**src/rtl/hill_cipher_2x2_mod26_macros.svh**
```systemverilog
`ifndef HILL_CIPHER_2X2_MOD26_MACROS_SVH
`define HILL_CIPHER_2X2_MOD26_MACROS_SVH

// same-cycle implication, clocked on i_clk, off during reset
`define HC2_ASSERT_NOW(label, ante, cons, msg) \
    label: assert property (@(posedge i_clk) disable iff (!i_rst_n) (ante) |-> (cons)) \
        else $error(msg);

// next-cycle implication, clocked on i_clk, off during reset
`define HC2_ASSERT_NEXT(label, ante, cons, msg) \
    label: assert property (@(posedge i_clk) disable iff (!i_rst_n) (ante) |=> (cons)) \
        else $error(msg);

`endif

```
**src/rtl/hc2_pkg.sv**
```systemverilog
package hc2_pkg;

    localparam logic [4:0] ALPHA = 5'd26;

    localparam int CFG_IDX_W = 3;

    localparam logic [CFG_IDX_W-1:0] CFG_KEY_TOP_LEFT     = 3'd0;
    localparam logic [CFG_IDX_W-1:0] CFG_KEY_TOP_RIGHT    = 3'd1;
    localparam logic [CFG_IDX_W-1:0] CFG_KEY_BOTTOM_LEFT  = 3'd2;
    localparam logic [CFG_IDX_W-1:0] CFG_KEY_BOTTOM_RIGHT = 3'd3;
    localparam logic [CFG_IDX_W-1:0] CFG_DECRYPT_MODE     = 3'd4;

    localparam logic [4:0] KEY_TOP_LEFT_RST     = 5'd9;
    localparam logic [4:0] KEY_TOP_RIGHT_RST    = 5'd4;
    localparam logic [4:0] KEY_BOTTOM_LEFT_RST  = 5'd5;
    localparam logic [4:0] KEY_BOTTOM_RIGHT_RST = 5'd7;

    typedef struct packed {
        logic [4:0] letter_in;
        logic       message_end;
    } t_in;

    typedef struct packed {
        logic [4:0] letter_out;
        logic       pair_end;
        logic       key_error;
    } t_out;

    typedef enum logic [2:0] {
        S_IDLE,
        S_PROD,
        S_INV,
        S_MAT,
        S_SUM,
        S_RED,
        S_OUT_FIRST,
        S_OUT_SECOND
    } t_state;

    typedef struct packed {
        logic hold;
        logic load_pair;
        logic pair_has_held;
        logic do_prod;
        logic do_inv;
        logic do_mat;
        logic do_sum;
        logic do_red;
        logic sel_second;
    } t_dp_cmd;

    function automatic logic [4:0] mod26_5(input logic [4:0] v);
        return (v >= ALPHA) ? 5'(v - ALPHA) : v;
    endfunction

    function automatic logic [4:0] mod26_6(input logic [5:0] v);
        logic [5:0] r;
        r = (v >= 6'(ALPHA)) ? 6'(v - 6'(ALPHA)) : v;
        return r[4:0];
    endfunction

    // reciprocal multiply, quotient low by at most one, then one correction
    function automatic logic [4:0] mod26_11(input logic [10:0] v);
        logic [23:0] prod;
        logic [6:0]  q;
        logic [11:0] r;
        prod = 24'(v) * 24'd5041;
        q    = prod[23:17];
        r    = {1'b0, v} - 12'(12'(q) * 12'(ALPHA));
        if (r >= 12'(ALPHA)) begin
            r = 12'(r - 12'(ALPHA));
        end
        return r[4:0];
    endfunction

    function automatic logic [4:0] inv_mod26(input logic [4:0] v);
        logic [4:0] r;
        case (v)
            5'd1:    r = 5'd1;
            5'd3:    r = 5'd9;
            5'd5:    r = 5'd21;
            5'd7:    r = 5'd15;
            5'd9:    r = 5'd3;
            5'd11:   r = 5'd19;
            5'd15:   r = 5'd7;
            5'd17:   r = 5'd23;
            5'd19:   r = 5'd11;
            5'd21:   r = 5'd5;
            5'd23:   r = 5'd17;
            5'd25:   r = 5'd25;
            default: r = 5'd0;
        endcase
        return r;
    endfunction

endpackage

```
**src/rtl/hc2_datapath.sv**
```systemverilog
module hc2_datapath import hc2_pkg::*; (
    input  logic                 i_clk,
    input  logic                 i_rst_n,
    input  logic                 i_cfg_wr_en,
    input  logic [CFG_IDX_W-1:0] i_cfg_index,
    input  logic [4:0]           i_cfg_wdata,
    input  t_in                  i_in_data,
    input  t_dp_cmd              i_cmd,
    output t_out                 o_out_data
);

    logic [4:0] r_key_tl, r_key_tr, r_key_bl, r_key_br;
    logic       r_decrypt;

    logic [4:0] r_held;
    logic [4:0] r_p1, r_p2;
    logic [4:0] r_a, r_b, r_c, r_d;
    logic       r_dec;
    logic [4:0] r_ad, r_bc;
    logic [4:0] r_inv;
    logic       r_err;
    logic [4:0] r_m00, r_m01, r_m10, r_m11;
    logic [10:0] r_s1, r_s2;
    logic [4:0] r_r1, r_r2;

    logic [4:0] n_p1, n_p2;
    logic [4:0] n_det, n_inv;
    logic [4:0] n_nb, n_nc;

    always_ff @(posedge i_clk) begin
        if (!i_rst_n) begin
            r_key_tl  <= KEY_TOP_LEFT_RST;
            r_key_tr  <= KEY_TOP_RIGHT_RST;
            r_key_bl  <= KEY_BOTTOM_LEFT_RST;
            r_key_br  <= KEY_BOTTOM_RIGHT_RST;
            r_decrypt <= 1'b0;
        end else if (i_cfg_wr_en) begin
            case (i_cfg_index)
                CFG_KEY_TOP_LEFT:     r_key_tl  <= i_cfg_wdata;
                CFG_KEY_TOP_RIGHT:    r_key_tr  <= i_cfg_wdata;
                CFG_KEY_BOTTOM_LEFT:  r_key_bl  <= i_cfg_wdata;
                CFG_KEY_BOTTOM_RIGHT: r_key_br  <= i_cfg_wdata;
                CFG_DECRYPT_MODE:     r_decrypt <= i_cfg_wdata[0];
                default: ;
            endcase
        end
    end

    always_comb begin
        n_p1 = i_cmd.pair_has_held ? r_held : i_in_data.letter_in;
        n_p2 = i_cmd.pair_has_held ? i_in_data.letter_in : 5'd0;
        n_det = mod26_6(6'(r_ad) + 6'(ALPHA) - 6'(r_bc));
        n_inv = inv_mod26(n_det);
        n_nb  = (r_b == 5'd0) ? 5'd0 : 5'(ALPHA - r_b);
        n_nc  = (r_c == 5'd0) ? 5'd0 : 5'(ALPHA - r_c);
    end

    always_ff @(posedge i_clk) begin
        if (i_cmd.hold) begin
            r_held <= i_in_data.letter_in;
        end
        if (i_cmd.load_pair) begin
            r_p1  <= mod26_5(n_p1);
            r_p2  <= mod26_5(n_p2);
            r_a   <= mod26_5(r_key_tl);
            r_b   <= mod26_5(r_key_tr);
            r_c   <= mod26_5(r_key_bl);
            r_d   <= mod26_5(r_key_br);
            r_dec <= r_decrypt;
        end
        if (i_cmd.do_prod) begin
            r_ad <= mod26_11(11'(10'(r_a) * 10'(r_d)));
            r_bc <= mod26_11(11'(10'(r_b) * 10'(r_c)));
        end
        if (i_cmd.do_inv) begin
            r_inv <= n_inv;
            r_err <= r_dec && (n_inv == 5'd0);
        end
        if (i_cmd.do_mat) begin
            if (r_dec) begin
                r_m00 <= mod26_11(11'(10'(r_d) * 10'(r_inv)));
                r_m01 <= mod26_11(11'(10'(n_nb) * 10'(r_inv)));
                r_m10 <= mod26_11(11'(10'(n_nc) * 10'(r_inv)));
                r_m11 <= mod26_11(11'(10'(r_a) * 10'(r_inv)));
            end else begin
                r_m00 <= r_a;
                r_m01 <= r_b;
                r_m10 <= r_c;
                r_m11 <= r_d;
            end
        end
        if (i_cmd.do_sum) begin
            r_s1 <= 11'(10'(r_m00) * 10'(r_p1)) + 11'(10'(r_m01) * 10'(r_p2));
            r_s2 <= 11'(10'(r_m10) * 10'(r_p1)) + 11'(10'(r_m11) * 10'(r_p2));
        end
        if (i_cmd.do_red) begin
            r_r1 <= r_err ? 5'd0 : mod26_11(r_s1);
            r_r2 <= r_err ? 5'd0 : mod26_11(r_s2);
        end
    end

    always_comb begin
        o_out_data.letter_out = i_cmd.sel_second ? r_r2 : r_r1;
        o_out_data.pair_end   = i_cmd.sel_second;
        o_out_data.key_error  = r_err;
    end

endmodule

```
**src/rtl/hc2_ctrl.sv**
```systemverilog
`include "hill_cipher_2x2_mod26_macros.svh"

module hc2_ctrl import hc2_pkg::*; (
    input  logic    i_clk,
    input  logic    i_rst_n,
    input  logic    i_in_valid,
    input  logic    i_in_last,
    output logic    o_in_stall,
    output logic    o_out_valid,
    input  logic    i_out_stall,
    output t_dp_cmd o_cmd
);

    t_state r_state, n_state;
    logic   r_holding, n_holding;

    always_ff @(posedge i_clk) begin
        if (!i_rst_n) begin
            r_state   <= S_IDLE;
            r_holding <= 1'b0;
        end else begin
            r_state   <= n_state;
            r_holding <= n_holding;
        end
    end

    always_comb begin
        n_state   = r_state;
        n_holding = r_holding;
        case (r_state)
            S_IDLE: begin
                if (i_in_valid) begin
                    if (r_holding || i_in_last) begin
                        n_state   = S_PROD;
                        n_holding = 1'b0;
                    end else begin
                        n_holding = 1'b1;
                    end
                end
            end
            S_PROD:  n_state = S_INV;
            S_INV:   n_state = S_MAT;
            S_MAT:   n_state = S_SUM;
            S_SUM:   n_state = S_RED;
            S_RED:   n_state = S_OUT_FIRST;
            S_OUT_FIRST: begin
                if (!i_out_stall) begin
                    n_state = S_OUT_SECOND;
                end
            end
            S_OUT_SECOND: begin
                if (!i_out_stall) begin
                    n_state = S_IDLE;
                end
            end
            default: n_state = S_IDLE;
        endcase
    end

    always_comb begin
        o_cmd         = '0;
        o_in_stall    = 1'b1;
        o_out_valid   = 1'b0;
        o_cmd.pair_has_held = r_holding;
        case (r_state)
            S_IDLE: begin
                o_in_stall      = 1'b0;
                o_cmd.hold      = i_in_valid && !r_holding && !i_in_last;
                o_cmd.load_pair = i_in_valid && (r_holding || i_in_last);
            end
            S_PROD:  o_cmd.do_prod = 1'b1;
            S_INV:   o_cmd.do_inv  = 1'b1;
            S_MAT:   o_cmd.do_mat  = 1'b1;
            S_SUM:   o_cmd.do_sum  = 1'b1;
            S_RED:   o_cmd.do_red  = 1'b1;
            S_OUT_FIRST: begin
                o_out_valid = 1'b1;
            end
            S_OUT_SECOND: begin
                o_out_valid      = 1'b1;
                o_cmd.sel_second = 1'b1;
            end
            default: ;
        endcase
    end

    `HC2_ASSERT_NOW(a_no_input_while_output, o_out_valid, o_in_stall,
                    "input open while result pending")
    `HC2_ASSERT_NEXT(a_first_letter_held,
                     i_in_valid && !o_in_stall && !r_holding && !i_in_last,
                     r_holding && (r_state == S_IDLE), "opening letter not held")
    `HC2_ASSERT_NEXT(a_pair_done_clears, (r_state == S_OUT_SECOND) && !i_out_stall,
                     (r_state == S_IDLE) && !r_holding, "pair end not followed by idle")

endmodule

```
**src/rtl/hill_cipher_2x2_mod26.sv**
```systemverilog
// 2x2 Hill cipher over letter codes 0..25. Letters are paired; each completed pair is
// multiplied by the key matrix (encrypt) or by its inverse mod 26 (decrypt) and yields two
// transactions, the second with pair_end set. A final odd letter is padded with 0. When
// decrypting with a key whose determinant has no inverse mod 26, both results carry
// key_error and letter 0. Timing: a letter that opens a pair is taken and the input stays
// open; the letter that completes a pair is followed by the compute states of the
// controller sequence (key products, determinant inverse, matrix, sums, reduction),
// during which input is stalled, then the two results are offered one per cycle unless
// the output stalls. Keys and mode are sampled when a pair completes; write
// configuration only while idle.
module hill_cipher_2x2_mod26 import hc2_pkg::*; (
    input  logic                 i_clk,
    input  logic                 i_rst_n,
    input  logic                 i_cfg_wr_en,
    input  logic [CFG_IDX_W-1:0] i_cfg_index,
    input  logic [4:0]           i_cfg_wdata,
    input  logic                 i_in_valid,
    output logic                 o_in_stall,
    input  t_in                  i_in_data,
    output logic                 o_out_valid,
    input  logic                 i_out_stall,
    output t_out                 o_out_data
);

    t_dp_cmd cmd;

    hc2_ctrl u_ctrl (
        .i_clk       (i_clk),
        .i_rst_n     (i_rst_n),
        .i_in_valid  (i_in_valid),
        .i_in_last   (i_in_data.message_end),
        .o_in_stall  (o_in_stall),
        .o_out_valid (o_out_valid),
        .i_out_stall (i_out_stall),
        .o_cmd       (cmd)
    );

    hc2_datapath u_datapath (
        .i_clk       (i_clk),
        .i_rst_n     (i_rst_n),
        .i_cfg_wr_en (i_cfg_wr_en),
        .i_cfg_index (i_cfg_index),
        .i_cfg_wdata (i_cfg_wdata),
        .i_in_data   (i_in_data),
        .i_cmd       (cmd),
        .o_out_data  (o_out_data)
    );

endmodule

```
**config.mk**
```make
export PLATFORM = sky130hd
export DESIGN_NAME = hill_cipher_2x2_mod26
export DESIGN_NICKNAME = d
export VERILOG_FILES = /design/src/rtl/hc2_pkg.sv /design/src/rtl/hc2_datapath.sv /design/src/rtl/hc2_ctrl.sv /design/src/rtl/hill_cipher_2x2_mod26.sv
export VERILOG_INCLUDE_DIRS = /design/src /design/src/rtl
export SDC_FILE = /design/constraint.sdc
export NUM_CORES = 2
export LEC_CHECK = 0
export BUFFER_PORTS_ARGS = -buffer_cell sky130_fd_sc_hd__buf_2
export CAP_MARGIN = 0
export CORE_MARGIN = 5
export CORE_UTILIZATION = 50
export CTS_CLUSTER_DIAMETER = 40
export DETAILED_ROUTE_END_ITERATION = 6
export HOLD_SLACK_MARGIN = 0.06
export PLACE_DENSITY = 0.75
export SLEW_MARGIN = 20
export SYNTH_ARGS = -nofsm -noshare
export SYNTH_HDL_FRONTEND = slang
export SYNTH_HIERARCHICAL = 1
export SYNTH_SLANG_ARGS = --single-unit
```
**constraint.sdc**
```tcl
create_clock -name i_clk -period 20.8 [get_ports i_clk]
set_input_delay 4.16 -clock i_clk [delete_from_list [all_inputs] [get_ports i_clk]]
set_output_delay 4.16 -clock i_clk [all_outputs]
set_load 0.01 [all_outputs]
```
==> flow_summary.json <==
{
  "violations": "DRC",
  "cap_violations": 0,
  "path_clk_slew_ns": 0.06,
  "relSlewSlack": 0.294,
  "grt_max_degree": 32,
  "outcome": "finished with violations",
  "r2r_slack_ns": 7.72,
  "cts_setup_buffers": 0,
  "design.die.area_sq_um": 78000,
  "synth.net_count": 5233,
  "layout_min_cycle_time_ns": 13.08,
  "nets": 5249,
  "chipHeight_um": 279,
  "synth_cells": 3891,
  "start_kind": "flop",
  "dr.first_iter.drc_count": 1351,
  "cts_tree": "done",
  "grt-ovfl-total": 0,
  "tightest_slew_ns": 1.05,
  "io_buffer_count": 27,
  "drive_above_1_share": 0.0365,
  "period_share": 0.629,
  "clk_path_buf_depth": 2,
  "ant_nets": 0,
  "numClockSinks": 129,
  "synth_area_leaders": "ha_1, fa_1, inv_1, edfxtp_1, xnor2_1",
  "crit_path_end": "u_datapath/r_m10[3]",
  "critPathLaunch": "u_datapath/r_c[0]",
  "r2r-end": "u_datapath/r_m10[3]",
  "slowest_delay_ns": 0.77,
  "crit_top_cell": "ha_1",
  "reg2reg_depth": 46,
  "antenna_found_initial": 4,
  "drtPass1Iterations": 7,
  "vias_per_cell": 5.35,
  "clock_latency_ns": 0.45,
  "synth_commonest_cells": "ha_1, inv_1, fa_1",
  "rsz0062_at_grt": "no",
  "mappedNetlistArea_sq_um": 36200,
  "drv_slew": 0,
  "hold_viol": 0,
  "cts_buffers": 17,
  "initial_core_util": 0.505,
  "yosysMostFrequentCell": "ha_1",
  "gr-usage-met2": 0.344,
  "slowest_stage": "o311ai_2",
  "synth.distinct_cells": 97,
  "ys_warn_count": 6,
  "worstSetupPathType": "flop to flop",
  "htreeDepth": 4,
  "crit_path_end_kind": "flop",
  "crit_required_ns": 21.07,
  "synth_edf_count": 104,
  "r2r-start": "u_datapath/r_c[0]",
  "setup_viol": 0,
  "vias": 26000,
  "ys_seq_area_frac": 0.100,
  "syn_avg_cell_area_sq_um": 9.31,
  "dpl.cell_count": 4838,
  "routedWlPerCell_um": 14.6,
  "syn_to_final_growth_pct": 5.10,
  "grt_pass1_wl_um": 125000,
  "synth_top_cell_by_area": "ha_1",
  "num_io_pins": 28,
  "wl_um": 71100,
  "first_global_vias": 27200,
  "reg.largest.list": "u_datapath/r_s1: 11 flops, u_datapath/r_s2: 11 flops",
  "hp-class": "flop to flop",
  "yosys.area.top_type_share": 0.319,
  "fin_skew_ns": 0.0134,
  "chipWidth_um": 279,
  "cts_hold_buf": 0,
  "grt_use_total": 0.188,
  "hpwlAfterDp_um": 61000,
  "grt-busiest-layer": "met2",
  "gp_congestion": 0.886,
  "path_max_fanout": 12,
  "use_met1": 0.244,
  "ys_seq_elements": 129,
  "root_buffer": "clkbuf_16",
  "layoutNonFillerInstCount": 4872,
  "worstPathArrival_ns": 13.36,
  "post_cts_resized": 0,
  "fin_tns_setup_ns": 0,
  "rows": 98,
  "fmax_ghz": 0.0764,
  "async_flop_share": 0,
  "worst_hold_slack_ns": 0.477,
  "core_sq_um": 71700,
  "yosys_most_used_dff": "edfxtp_1",
  "grt_util_met3": 0.0230,
  "remaining_drc_errors": 3
}
-- metal layers --
metal  vias up  wire length, um
li1      12900                -
met1     12700            31900
met2       380            35600
met3        87             2680
met4         2              899
met5         -                7
-- cells by family after synthesis --
| family | share of synthesized area |
|---|---|
| AO/OA/AOI/OAI | 0.107 |
| XOR/XNOR | 0.0440 |
| adder cells (fa/ha/maj) | 0.539 |
| buffers and inverters | 0.0949 |
| flip-flops | 0.100 |
| multiplexers | 0.0125 |
| AND/OR/NAND/NOR | 0.102 |
-- how the worst min path moves through the flow --
stage | startpoint | end | slack, ns | cells past startpoint
6_report | u_datapath/r_key_bl[0] | u_datapath/r_c[0] | 0.48 | 0
3_5_place_dp | u_datapath/r_key_bl[0] | u_datapath/r_c[0] | 0.46 | 0
2_1_floorplan | u_datapath/r_decrypt | u_datapath/r_dec | 0.41 | 0
5_1_grt | u_datapath/r_key_bl[0] | u_datapath/r_c[0] | 0.50 | 0
3_3_place_gp | u_datapath/r_key_bl[0] | u_datapath/r_c[0] | 0.46 | 0
4_1_cts | u_datapath/r_key_bl[0] | u_datapath/r_c[0] | 0.47 | 0
-- cell usage in the layout (no fill, tap or decap), drive strengths merged, types with 11 or more instances in the layout --
cell type / Yosys / routed
a211oi: 18 / 18
a21boi: 13 / 13
a21o: 55 / 55
a21oi: 165 / 165
a31oi: 11 / 11
and2: 131 / 131
and3: 16 / 16
buf: 5 / 45
clkbuf: 43 / 17
dfxtp: 25 / 25
edfxtp: 104 / 104
fa: 399 / 399
ha: 924 / 924
inv: 863 / 868
mux2i: 34 / 34
nand2: 206 / 206
nand2b: 25 / 25
nand3: 33 / 33
nor2: 130 / 130
nor2b: 51 / 51
nor3: 38 / 38
nor3b: 14 / 14
o211ai: 23 / 23
o21a: 35 / 35
o21ai: 107 / 107
o21bai: 38 / 38
o31ai: 20 / 20
or2: 22 / 22
xnor2: 104 / 104
xor2: 78 / 78
-- layout make-up --
class	count	area [sq um]
clock buffers	17	425
well taps	950	1190
diodes	2	5.00
inverters	865	3250
multi-input cells	2849	29200
flip-flops and latches	129	3620
repair buffers	45	270
clock inverters	15	133
fillers	6389	33600
-- through the flow --
step                      setup WS [ns]  area (sq um)   util
after floorplan                    8.99         36200      -
after global placement             8.09         37500  0.523
after detailed placement           7.76         37500  0.523
after CTS                          7.70         38100  0.531
after global routing               6.88         38100  0.531
final                              7.72         38100  0.531
-- critical path, delay by kind of cell, from the launching register on --
kind	cells	cell delay (ns)
AO/OA/AOI/OAI	18	4.59
flip-flops	1	0.50
AND/OR/NAND/NOR	6	1.59
buffers and inverters	6	0.50
XOR/XNOR	3	0.55
adder cells (fa/ha/maj)	13	5.15
Power is left out: the tool's default activity adds up to more than one toggle a clock period on the data nets, which glitch-free logic cannot reach.
